File: src/design/qvlr_pkg.sv
// ----------------------------------------------------------------------------
// qvlr_pkg
// Shared types and constants for the quadratic velocity loss rate block.
// ----------------------------------------------------------------------------
package qvlr_pkg;

  localparam int unsigned CellW  = 20;
  localparam int unsigned DepthW = 32;
  localparam int unsigned VelW   = 24;
  localparam int unsigned AccW   = 32;
  localparam int unsigned TsW    = 24;
  localparam int unsigned CfgW   = 32;
  localparam int unsigned InW    = 216;
  localparam int unsigned OutW   = 88;
  localparam int unsigned UserW  = 4;

  localparam int unsigned RadW    = 2 * VelW;
  localparam int unsigned RootW   = VelW;
  localparam int unsigned DvdW    = VelW + 16;
  localparam int unsigned SqrtLat = RootW;

  localparam logic CfgTimeStep = 1'b0;
  localparam logic CfgDryThr   = 1'b1;

  localparam logic [TsW-1:0]    TimeStepRst = 24'd65536;
  localparam logic [DepthW-1:0] DryThrRst   = 32'd17;

  localparam logic [AccW-1:0] AccMax = 32'h7fff_ffff;
  localparam logic [AccW-1:0] AccMin = 32'h8000_0000;

  typedef struct packed {
    logic [CellW-1:0] cell_idx;
    logic [AccW-1:0]  acc_u;
    logic [AccW-1:0]  acc_v;
    logic [VelW-1:0]  mag_u;
    logic [VelW-1:0]  mag_v;
    logic [VelW-1:0]  mag_fx;
    logic [VelW-1:0]  mag_fy;
    logic             neg_u;
    logic             neg_v;
    logic             neg_fx;
    logic             neg_fy;
    logic             dry;
  } fe_item_t;

  typedef struct packed {
    logic [CellW-1:0] cell_idx;
    logic [AccW-1:0]  rate_u;
    logic [AccW-1:0]  rate_v;
    logic             capped_u;
    logic             capped_v;
    logic             dry;
    logic             sat;
  } res_t;

endpackage

File: src/design/qvlr_front.sv
// ----------------------------------------------------------------------------
// qvlr_front
// Input register: splits signs from magnitudes and marks dry cells.
// ----------------------------------------------------------------------------
module qvlr_front (
  input  logic                          clk_i,
  input  logic                          rst_ni,
  input  logic [qvlr_pkg::DepthW-1:0]   thr_i,
  input  logic                          in_valid_i,
  output logic                          in_ready_o,
  input  logic [qvlr_pkg::CellW-1:0]    cell_i,
  input  logic [qvlr_pkg::DepthW-1:0]   depth_i,
  input  logic [qvlr_pkg::VelW-1:0]     vel_u_i,
  input  logic [qvlr_pkg::VelW-1:0]     vel_v_i,
  input  logic [qvlr_pkg::VelW-1:0]     loss_x_i,
  input  logic [qvlr_pkg::VelW-1:0]     loss_y_i,
  input  logic [qvlr_pkg::AccW-1:0]     rate_u_i,
  input  logic [qvlr_pkg::AccW-1:0]     rate_v_i,
  output logic                          item_valid_o,
  input  logic                          item_ready_i,
  output qvlr_pkg::fe_item_t            item_o
);

  logic               vld_q;
  qvlr_pkg::fe_item_t item_q, item_d;

  function automatic logic [qvlr_pkg::VelW-1:0] mag(input logic [qvlr_pkg::VelW-1:0] x);
    mag = x[qvlr_pkg::VelW-1] ? (~x + 1'b1) : x;
  endfunction

  assign in_ready_o = ~vld_q | item_ready_i;

  always_comb begin
    item_d.cell_idx = cell_i;
    item_d.acc_u  = rate_u_i;
    item_d.acc_v  = rate_v_i;
    item_d.mag_u  = mag(vel_u_i);
    item_d.mag_v  = mag(vel_v_i);
    item_d.mag_fx = mag(loss_x_i);
    item_d.mag_fy = mag(loss_y_i);
    item_d.neg_u  = vel_u_i[qvlr_pkg::VelW-1];
    item_d.neg_v  = vel_v_i[qvlr_pkg::VelW-1];
    item_d.neg_fx = loss_x_i[qvlr_pkg::VelW-1];
    item_d.neg_fy = loss_y_i[qvlr_pkg::VelW-1];
    item_d.dry    = (depth_i <= thr_i);
  end

  always_ff @(posedge clk_i or negedge rst_ni) begin
    if (!rst_ni) begin
      vld_q <= 1'b0;
    end else if (in_ready_o) begin
      vld_q <= in_valid_i;
    end
  end

  always_ff @(posedge clk_i) begin
    if (in_ready_o && in_valid_i) begin
      item_q <= item_d;
    end
  end

  assign item_valid_o = vld_q;
  assign item_o       = item_q;

endmodule

File: config.mk
export PLATFORM = sky130hd
export DESIGN_NAME = qvlr_front
export DESIGN_NICKNAME = d
export VERILOG_FILES = /design/src/design/qvlr_pkg.sv /design/src/design/qvlr_front.sv
export SDC_FILE = /design/constraint.sdc
export NUM_CORES = 1
export LEC_CHECK = 0
export ABC_AREA = 1
export BUFFER_PORTS_ARGS = -buffer_cell sky130_fd_sc_hd__buf_2
export CAP_MARGIN = 20
export CORE_MARGIN = 8
export CORE_UTILIZATION = 30
export CTS_CLUSTER_SIZE = 25
export DETAILED_ROUTE_END_ITERATION = 12
export HOLD_SLACK_MARGIN = 0.06
export PLACE_DENSITY_LB_ADDON = 0.1
export SYNTH_ARGS = -nofsm -noshare
export SYNTH_HDL_FRONTEND = slang
export SYNTH_SLANG_ARGS = --single-unit
File: constraint.sdc
create_clock -name clk_i -period 10.83 [get_ports clk_i]
set_input_delay 2.166 -clock clk_i [delete_from_list [all_inputs] [get_ports clk_i]]
set_output_delay 2.166 -clock clk_i [all_outputs]
set_load 0.1 [all_outputs]
# Yosys cells after proc, flatten, opt, wreduce, memory -nomap -nowiden
# Cells that the tools add are included.
[totals]
regBits = 186
in_bits = 248
output_inout_bits = 187
elab_cells = 33
[classes]
add_sub_neg = 4
n_lt_le_gt_ge = 1
n_mux = 4
bitwise = 6
n_reduce_logical = 1
[ops]
columns = ["operator", "n"]
rows = [
  ["$add A24 B1 Y24 const B", 4],
  ["$not A24 Y24", 4],
  ["$mux W23", 4],
  ["$le A32 B32 Y1", 1],
  ["$logic_and A1 B1 Y1", 1],
  ["$not A1 Y1", 1],
  ["$or A1 B1 Y1", 1],
]

# Depth between registers and ports, before layout
[depth]
ltp_word = 3
depth_mapped = 14
ltp_nobuf = 14

# Least setup slack after synthesis
# Ideal clock, no wire load.
[synth_timing]
path_kind = "input port to flip-flop"
startpoint = "in in_valid_i"
endpoint = "reg item_q, in the netlist item_o[0], enable pin"
setup_ns = 0.789
t_arrival_ns = 11.093
t_required_ns = 10.041
path_slack_ns = -1.052
stages = 2
n_path_buf = 0
cell_sequence = "inv_1 > a21oi_1"
[synth_between]
elab_chain_len = 1
[synth_rtl]
columns = ["element", "line_no", "source"]
rows = [
  ["start, declared", "qvlr_front.sv:9", "input logic in_valid_i,"],
  ["$logic_and A1 B1 Y1", "qvlr_front.sv:57", "if (in_ready_o && in_valid_i) begin"],
  ["end signal, assigned", "qvlr_front.sv:58", "item_q <= item_d;"],
  ["end, declared", "qvlr_front.sv:25", "qvlr_pkg::fe_item_t item_q, item_d;"],
]
# No other way between the ends.
# A chain may end at the register's enable or synchronous reset.

# Worst setup path after layout
[layout_timing]
startpoint = "in item_ready_i"
endpoint = "out in_ready_o"
[layout_between]
elab_chain_len = 1
[layout_rtl]
columns = ["element", "line_no", "source"]
rows = [
  ["start, declared", "qvlr_front.sv:20", "input logic item_ready_i,"],
  ["$or A1 B1 Y1", "qvlr_front.sv:31", "assign in_ready_o = ~vld_q | item_ready_i;"],
  ["end, declared", "qvlr_front.sv:10", "output logic in_ready_o,"],
]
# No other way between the ends.

==> metrics.md <==
| Metric | Value |
|---|---|
| IO Count | 435 |
| # hold bufs at CTS | 0 |
| Max FO, Critical Path | 2 |
| Hold Worst Slack | between 0.6 and 0.7 ns |
| Sw frac | 0.3697 |
| RePlAce Congestion | 0.7963 |
| Nets@finish | 1528 |
| Net Sw Power | 0.0007491 W |
| All-Layer GR Usage | 0.1588 |
| Die Ht | roughly 190 um |
| Residual DRC count | 0 |
| Critical path endpoint category | primary output |
| Internal | between 0.001 and 0.0015 W |
| R2r setup slk | 8.96 ns |
| Endpoints failing hold | 0 |
| Initial Util | 0.3027 |
| Max_cap viols | 0 |
| Worst Path Arrival | 2.85 ns |
| Post-Syn Instances | 798 |
| Remaining Overflow, GRT | 0 |
| H-Tree Depth | 4 |
| Seq cells post-synth | 186 |
| Status | finished, final reports clean |
| Synth cell types | 32 |
| Tightest Pin Transition | around 1.1 ns |
| Initial antenna violation count | 10 |
| Routed wire length | 29350 um |
| Router iterations before antenna repair | 5 |
| Share of cells above drive strength 1 | 0.4010 |
| CP required | ~8.7 ns |
| Num CTS Buffers | 17 |
| Fin crit share | 0.4628 |
| Via density | 4.310 |
| Crit Path Category | in2out |
| VDD IR-drop max | 0.00007675 V |
| Final Max Slew Viols | 0 |
| Post-CTS Setup Bufs | 0 |
| Core area | between 20000 and 30000 um2 |
| Synth async-reset ratio | 0.005376 |
| CP startpoint kind | input pin |
| Clock Tree Root | clkbuf_16 |
| First-pass GRT wire length | 42890 um |
| Setup violators final | 0 |
| Die Span X | 188.5 um |
| Finished Layout Cells | 1650 |
| Clock skew | about 0.011 ns |
| DIE AREA | between 30000 and 40000 um2 |
| Area contributors post-synth | edfxtp_1, nand2_1, ha_1, inv_1, xor2_1 |
| Area growth syn-to-layout | 36.34% |
| Row cnt | 63 |
| PwrDens | ~170 nW/um2 |
| CTS tree | yes |
| Clock buffer depth | 2 |
| Slew HR | 0.2972 |
| Synth warnings | 0 |
| Port bufs | ~430 |
| Number of synthesized flops with an enable pin | 185 |
| Initial drt markers | 280 |
| RSZ-0062 raised after global routing | false |
| CTS Sinks | between 150 and 200 |
| Mapped Avg Cell Area | between 10 and 15 um2 |
| Seq/Total Area, Yosys | 0.6253 |
| Cells after DPL | 1615 |
| Worst-Skew Late Latency | ~0.43 ns |
| Combinational cell fraction of total power | 0.268 |
| Post-Syn Nets | 1082 |
| Post-CTS Resized | 0 |
| Flop pwr share | 0.425 |
| Crit path time final | between 5 and 6 ns |
| Dpl hpwl | 24090 um |
| Reg clk slew, reported paths | 0.07 ns |
| DR WL/cell | 17.79 um |
| Leakage | 5.665 nW |
| Clk pwr share | 0.307 |
| Worst hold path type | reg2reg |
| Largest net degree at the start of global routing | around 190 |
| Setup TNS | 0 ns |
| Number of global-route vias before repair | 7081 |
| Most common cell after layout, fill and taps aside | buf_2 |
| Commonest non-fill, non-tap cells in the layout | buf_2, edfxtp_1, nand2_1 |
| Synthesized area | 8925 um2 |
| Via Count | between 7000 and 8000 |
| Peak Freq | ~200 MHz |
| Synth top area share | 0.6225 |
| DRT antenna net count | 0 |
| Largest area contributor in the netlist | edfxtp_1 |
| Most used DFF post-synth | edfxtp_1 |
==> final cells by class <==
class	instances	area (um2)
Antenna cell	3	7.507
Clock buffer	17	425.4
Clock inverter	15	161.4
Fill cell	3003	17310
Inverter	122	457.9
Multi-Input combinational cell	482	2855
Sequential cell	186	5580
Tap cell	390	488.0
Timing Repair Buffer	435	2192
==> synthesized netlist by cell type, types with 7 or more instances <==
cell,count
buf_2,7
ha_1,36
a21oi_1,18
xnor2_1,15
xor2_1,50
nand4_1,13
o21ai_0,25
nor2_1,65
edfxtp_1,185
nand2_1,158
nand3_1,45
inv_1,117
o21ai_1,10
==> power by group through the flow <==
stage,Clock [W],Sequential (W),Combinational [W]
after floorplan,0,0.00120,0.000101
after global placement,0,0.000876,0.000548
after detailed placement,0,0.000877,0.000548
after CTS,0.000651,0.000861,0.000550
after global routing,0.000674,0.000865,0.000573
final,0.000623,0.000860,0.000543
==> kinds of logic after synthesis <==
kind of cell	after synthesis	share of synthesized area
flops	186	0.6253
buf+inv	130	0.05608
compound gates	69	0.04921
simple gates	312	0.1552
fa+ha+maj	36	0.05047
xor+xnor	65	0.06379
==> flip-flops by register name, summed over array words and instances (netlist names) <==
| signal | flops |
|---|---|
| item_o | 185 |
| item_valid_o | 1 |
==> path summary, 6_finish.rpt <==
check,cells after the start,end,startpoint
max in group asynchronous,1,item_valid_o,rst_ni
hold / removal,2,item_valid_o,item_valid_o
setup / recovery,4,in_ready_o,item_ready_i
setup reg to reg,2,item_o[66],item_valid_o
hold reg to reg,2,item_valid_o,item_valid_o
min in group asynchronous,1,item_valid_o,rst_ni
==> through the flow <==
stage	instance area [um2]	util	setup slack [ns]	power, W
2_1_floorplan	8929	-	2.765	0.001302
3_3_place_gp	11570	0.3926	5.799	0.001424
3_5_place_dp	11570	0.3926	5.798	0.001426
4_1_cts	12160	0.4125	5.796	0.002062
5_1_grt	12170	0.4127	5.778	0.002112
6_report	12170	0.4127	5.818	0.002026
==> critical path: stages <==
cell	delay (ns)
buf_2	0.08
inv_1	0.06
nand2_1	0.10
buf_2	0.44
==> per-layer routing <==
metal / share of wire / track usage / vias to the layer above
met5: 0.0017 / 0 / -
met3: 0.082 / 0.05656 / 37
met4: 0.017 / 0.04871 / 10
li1: - / - / 3573
met2: 0.51 / 0.2871 / 284
met1: 0.39 / 0.1709 / 3208
(Power assumes the default switching activity.)
