==> src/design/qvlr_pkg.sv <==
// ----------------------------------------------------------------------------
// qvlr_pkg
// Shared types and constants for the quadratic velocity loss rate block.
// ----------------------------------------------------------------------------
package qvlr_pkg;

  localparam int unsigned CellW  = 20;
  localparam int unsigned DepthW = 32;
  localparam int unsigned VelW   = 24;
  localparam int unsigned AccW   = 32;
  localparam int unsigned TsW    = 24;
  localparam int unsigned CfgW   = 32;
  localparam int unsigned InW    = 216;
  localparam int unsigned OutW   = 88;
  localparam int unsigned UserW  = 4;

  localparam int unsigned RadW    = 2 * VelW;
  localparam int unsigned RootW   = VelW;
  localparam int unsigned DvdW    = VelW + 16;
  localparam int unsigned SqrtLat = RootW;

  localparam logic CfgTimeStep = 1'b0;
  localparam logic CfgDryThr   = 1'b1;

  localparam logic [TsW-1:0]    TimeStepRst = 24'd65536;
  localparam logic [DepthW-1:0] DryThrRst   = 32'd17;

  localparam logic [AccW-1:0] AccMax = 32'h7fff_ffff;
  localparam logic [AccW-1:0] AccMin = 32'h8000_0000;

  typedef struct packed {
    logic [CellW-1:0] cell_idx;
    logic [AccW-1:0]  acc_u;
    logic [AccW-1:0]  acc_v;
    logic [VelW-1:0]  mag_u;
    logic [VelW-1:0]  mag_v;
    logic [VelW-1:0]  mag_fx;
    logic [VelW-1:0]  mag_fy;
    logic             neg_u;
    logic             neg_v;
    logic             neg_fx;
    logic             neg_fy;
    logic             dry;
  } fe_item_t;

  typedef struct packed {
    logic [CellW-1:0] cell_idx;
    logic [AccW-1:0]  rate_u;
    logic [AccW-1:0]  rate_v;
    logic             capped_u;
    logic             capped_v;
    logic             dry;
    logic             sat;
  } res_t;

endpackage

==> src/design/qvlr_fifo.sv <==
// ----------------------------------------------------------------------------
// qvlr_fifo
// Short queue between the front and the back.
// ----------------------------------------------------------------------------
module qvlr_fifo #(
  parameter int unsigned Depth = 4
) (
  input  logic               clk_i,
  input  logic               rst_ni,
  input  logic               push_i,
  output logic               ready_o,
  input  qvlr_pkg::fe_item_t wdata_i,
  input  logic               pop_i,
  output logic               valid_o,
  output qvlr_pkg::fe_item_t rdata_o
);

  localparam int unsigned PtrW = (Depth > 1) ? $clog2(Depth) : 1;
  localparam int unsigned CntW = $clog2(Depth + 1);

  qvlr_pkg::fe_item_t mem_q [Depth];
  logic [PtrW-1:0] wp_q, wp_d, rp_q, rp_d;
  logic [CntW-1:0] cnt_q, cnt_d;
  logic            do_push, do_pop;

  assign ready_o = (cnt_q != CntW'(Depth));
  assign valid_o = (cnt_q != '0);
  assign do_push = push_i & ready_o;
  assign do_pop  = pop_i & valid_o;
  assign rdata_o = mem_q[rp_q];

  always_comb begin
    wp_d  = wp_q;
    rp_d  = rp_q;
    cnt_d = cnt_q;
    if (do_push) begin
      wp_d = (wp_q == PtrW'(Depth - 1)) ? '0 : wp_q + 1'b1;
    end
    if (do_pop) begin
      rp_d = (rp_q == PtrW'(Depth - 1)) ? '0 : rp_q + 1'b1;
    end
    if (do_push && !do_pop) begin
      cnt_d = cnt_q + 1'b1;
    end else if (!do_push && do_pop) begin
      cnt_d = cnt_q - 1'b1;
    end
  end

  always_ff @(posedge clk_i or negedge rst_ni) begin
    if (!rst_ni) begin
      wp_q  <= '0;
      rp_q  <= '0;
      cnt_q <= '0;
    end else begin
      wp_q  <= wp_d;
      rp_q  <= rp_d;
      cnt_q <= cnt_d;
    end
  end

  always_ff @(posedge clk_i) begin
    if (do_push) begin
      mem_q[wp_q] <= wdata_i;
    end
  end

endmodule

==> config.mk <==
export PLATFORM = sky130hd
export DESIGN_NAME = qvlr_fifo
export DESIGN_NICKNAME = d
export VERILOG_FILES = /design/src/design/qvlr_pkg.sv /design/src/design/qvlr_fifo.sv
export SDC_FILE = /design/constraint.sdc
export NUM_CORES = 1
export LEC_CHECK = 0
export BUFFER_PORTS_ARGS = -buffer_cell sky130_fd_sc_hd__buf_2
export CORE_UTILIZATION = 35
export CTS_CLUSTER_DIAMETER = 30
export DETAILED_ROUTE_END_ITERATION = 7
export PLACE_DENSITY = 0.49
export SYNTH_ARGS = -nofsm -noshare
export SYNTH_HDL_FRONTEND = slang
export SYNTH_SLANG_ARGS = --single-unit
export TNS_END_PERCENT = 30
==> constraint.sdc <==
create_clock -name clk_i -period 8.85 [get_ports clk_i]
set_input_delay 1.77 -clock clk_i [delete_from_list [all_inputs] [get_ports clk_i]]
set_output_delay 1.77 -clock clk_i [all_outputs]
set_load 0.03 [all_outputs]
== After elaboration in Yosys (flattened, before gate mapping) ==
Memories as Yosys holds them, arrays and structs flattened.
Index checks and enable logic that the tools add are counted.

* Add/subtract/negate cells: 4
* Eq/ne operators: 3
* Muxes and demuxes: 6
* Bitwise operators: 2
* Reduce and logical (&&, ||, !) cells: 6

{| class="wikitable"
|+ Operators with widths
! operator !! number
|-
| 2-to-1 mux 3 bit || 2
|-
| adder 2 x 1 -> 2 bit, second input constant || 2
|-
| equality test 2 bit, second input constant || 2
|-
| 2-to-1 mux 2 bit || 2
|-
| adder 3 x 1 -> 3 bit, second input constant || 1
|-
| inequality test 3 bit, second input constant || 1
|-
| nonzero test 3 bit || 1
|-
| subtractor 3 x 1 -> 3 bit, second input constant || 1
|-
| AND 1 bit || 2
|-
| logical AND 1 bit || 2
|-
| zero test 1 bit || 2
|-
| 2-to-1 mux 1 bit || 2
|-
| nonzero test 2 bit || 1
|}

* Register bits: 7
* Bits in writable memories: 740
* Bits of input ports: 189
* Output and inout port bits: 187
* Memories kept: 1

{| class="wikitable"
|+ Memory list
! memory !! words !! bits a word !! rd ports !! clocked after memory_dff !! write ports !! line !! text
|-
| mem_q || 4 || 185 || 1 || 0 || 1 || qvlr_fifo.sv:21 || <nowiki>qvlr_pkg::fe_item_t mem_q [Depth];</nowiki>
|}

== Depth between registers and ports, before layout ==
* Depth after elaboration: 6
* Depth in mapped cells: 8
* Gate-level depth less buffers: 8

== Worst setup path before layout ==
Ideal clock, no wire load.

* Kind: in2reg
* Start: input push_i
* End: memory mem_q[0][0] (netlist bit), enable pin
* Setup time: 0.568 ns
* Data arrival time: 6.385 ns
* Data required time: 8.282 ns
* Path slack: 1.898 ns
* Cell stages on the path: 2
* Path buffers: 0
* Cells stage by stage: a21boi_1 > and2_1

* Cells in the longest elaborated chain, start to end: 3

{| class="wikitable"
|+ RTL lines
! item !! line !! text
|-
| start, declared || qvlr_fifo.sv:10 || <nowiki>input logic push_i,</nowiki>
|-
| AND 1 bit || qvlr_fifo.sv:28 || <nowiki>assign do_push = push_i & ready_o;</nowiki>
|-
| 2-to-1 mux 1 bit || qvlr_fifo.sv:62 || <nowiki>if (do_push) begin</nowiki>
|-
| 2-to-1 mux 1 bit (not written as such) || qvlr_fifo.sv:63 || <nowiki>mem_q[wp_q] <= wdata_i;</nowiki>
|-
| end, declared || qvlr_fifo.sv:21 ||
|}

No other way between the ends.

==> impl_summary.md <==
Setup path
STA classifies the critical path endpoint as a primary output. The setup slack of the worst register-to-register path is 5.82 ns. In this run the worst path has a maximum fanout of between 90 and 100. The data required time of the critical path is between 7 and 8 ns.

The category of the critical setup timing path is flop to primary output. The sort of element at the start of the critical path is a flop. The worst path arrival time is about 3.5 ns.

GRT
The global-route usage over all layers is 0.148. The largest net degree at the start of global routing is 108. The first-pass GRT wire length is 84.9 mm.

The number of global-route vias before repair is 13700. The number of antenna violations at the first check in global routing is 17. The total overflow left after global routing is 0.

Yosys
The sequential cell area fraction in the yosys report is 0.826. Of the total synthesized cell area, the portion taken by full adders, half adders and majority gates is 0.00351. During synthesis, Yosys emitted a total of 0 warnings.

The share of cell area taken by muxes after synthesis is 0.156. By area, the combinational part of the netlist is dominated by multiplexers. After synthesis, the mean cell area works out to 27.0 um2. The parity-gate share of the synthesized area counting xor and xnor cells is 0.000969. Synthesis produced a netlist with a net count of 1200. The count of distinct cell types in the synthesized netlist is 18. The post-synthesis cell count is about 1000. The complex-gate fraction of the synthesized area is 0.000277.

After synthesis the netlist holds a flip-flop and latch count of 747. Of the total synthesized cell area, the portion taken by AND, OR, NAND and NOR gates is 0.00198. The synthesized cell area is 27100 um2.

Drt
The detailed-route wire length per cell is 21.7 um. The final routed DRC violation total is 0. Summed over all layers, the routed wires come to 57.9 mm. The total number of vias is 12600. The vias per cell is 4.74. The remaining antenna violation count after routing is 0.

For this run, the detailed router's first-pass iteration total came to 5. For this block, the initial DRC count from the detailed router was 606.

CTS
Clock tree synthesis selected as its root buffer the cell clkbuf_16. Clock latency on the worst-skew pair, taken at its later pin, is 0.71 ns. TritonCTS built the clock tree. The post-CTS setup buffer count is 0. After clock tree synthesis, the flow added hold-fix buffers numbering 0.

Buffers inserted during clock tree synthesis total 155. After clock tree synthesis, the repair step resized 0 gates. CTS saw 747 sinks. After clock tree synthesis, the clock-pin slew on the worst setup and hold paths is approximately 0.04 ns. The CTS H-tree depth is 4. The worst-case clock buffer depth is 3.

Power and ir drop
Of the total power, the clock network draws 0.385. The share of total power dissipated in combinational logic is 0.275. For this design the ratio of total power to cell area is 409 nW/um2.

The internal power of the cells totals 9.78 mW. VDD sags by at most 0.215 mV. Summed over all cells, the static leakage comes to 12.2 nW.

The share of total power consumed by net switching is 0.323. The total power draw is 14.4 mW. In this run the power spent charging and discharging nets is roughly 4.7 mW. The share of power burned in registers is 0.341.

Finish
Compared with the post-synthesis result, the final layout area differs by 30.2%. The library cell used most frequently in the layout, excluding fill and tap cells, is edfxtp_1. The final cell utilization of the core is 0.463. The final layout contains 1703 nets. The top cell types in the final layout, fill and taps aside, are edfxtp_1, buf_2, mux4_2, clkbuf_16, clkinv_2.

The finished cells cover approximately 35000 um2. The fraction of final layout cells with drive strength greater than 1 is 0.500.

STA
The worst path needs about 5.3 ns of the cycle, external delays included. The max-slew headroom at the worst pin is 0.313. In the final timing run, aggregate negative setup slack is 0 ns.

Static timing analysis puts the maximum clock frequency at 190 MHz. The max-slew violation count came to 0. Of the available clock period, the critical path in the final layout requires 0.594. Across the routed clock network, the largest skew measured is 0.0268 ns. Setup violations remaining at the end of the flow were counted as 0.

The transition at the pin with the smallest max-transition slack is 1.03 ns. Setup repair after global routing left no endpoint under its margin. The number of hold violations in the final report came to 0. Once routing completed, OpenROAD measured the worst setup slack at about 3.6 ns.

Run status
The run finished with clean final reports.

Placement
Input and output buffers added on the ports amount to 375. The HPWL reported at the end of detailed placement is between 30 and 40 mm. At the end of routability-driven placement, the weighted congestion stood at 0.700. The worst setup slack after placement is 4.07 ns.

The area of placed instances is 30200 um2.

Floorplanning
The die is around 280 um wide. The effective utilization at floorplan is 0.355. In this run the vertical extent of the chip is 280 um. between 300 and 400 I/O pins were placed.

The floorplan step defined a die boundary enclosing about 79000 um2. The number of cell rows is 101. The total core area is approximately 76000 um2.

Worst hold path
The class of the most critical hold timing path is flop to flop.

Job
Across the run, the number of max-cap violations was 0.
power by group through the flow:
stage               sequential, mW  combinational, mW  clock [mW]
global placement              4.97               4.09           0
global route                  4.99               4.23        5.84
detailed placement            4.99               4.09           0
finish                        4.92               3.97        5.55
CTS                           4.94               4.10        5.68
floorplan                     4.97               2.98           0
Yosys cell counts:
library cell    n  area (um2)
a21boi_1        1        7.51
and2_1          4        25.0
buf_2          20         100
buf_4           3        22.5
buf_6          16         180
clkbuf_1        3        11.3
dfrtp_1         7         175
edfxtp_1      740       22200
fa_1            1        20.0
ha_1            6        75.1
inv_1           3        11.3
mux2_2          5        56.3
mux4_2        185        4170
nand2_1         2        7.51
nor2_1          4        15.0
or3_1           1        6.26
xnor2_1         1        8.76
xor2_1          2        17.5
flip-flops by register name, indices dropped and copies added, names as in the netlist:
name / cells
cnt_q: 3
rp_q: 2
mem_q: 740
wp_q: 2
cell type report:
type,count,area [um2]
sequential,747,22400
fill,6516,41000
clock inverter,99,1110
antenna,3,7.51
timing repair buffer,388,2040
multi-input combinational,212,4420
clock buffer,186,4040
tap,1030,1290
inverter,3,11.3
cells by family (layout without fill, tap and decap cells):
kind of cell    Yosys count  after routing
compound gates            1              1
xor+xnor                  3              3
fa+ha+maj                 7              7
buf+inv                  45            676
flops                   747            747
mux                     190            190
other cells               0              3
simple gates             11             11
metal layers:
metal,routed length (um),vias to the layer above,share of wire,track usage
met5,155,-,0.0027,0
met4,1160,24,0.020,0.0500
met3,5830,131,0.10,0.0714
met2,27800,448,0.48,0.232
met1,23000,6585,0.40,0.178
li1,-,5458,-,-
path summary, 6_finish.rpt:
kind	startpoint	to	cells after the start
setup / recovery	rp_q[0]	rdata_o[25]	3
hold / removal	cnt_q[2]	cnt_q[2]	1
setup reg to reg	cnt_q[0]	mem_q[0][25]	4
hold reg to reg	cnt_q[2]	cnt_q[2]	1
max in group asynchronous	rst_ni	rp_q[0]	1
min in group asynchronous	rst_ni	cnt_q[0]	1
worst max-delay path, cell delays in order, from the launching register on:
cell	delay, ns
dfrtp_4	1.09
buf_12	0.58
mux4_2	0.61
buf_2	0.20
metrics by stage:
| step | cells | hold slack, ns |
|---|---|---|
| 6_report | 2668 | 0.512 |
| 4_1_cts | 2665 | 0.512 |
| 3_5_place_dp | 2380 | 0.506 |
| 2_1_floorplan | 1004 | 0.475 |
| 3_3_place_gp | 2380 | 0.489 |
| 5_1_grt | 2665 | 0.531 |
(Power assumes the default switching activity.)
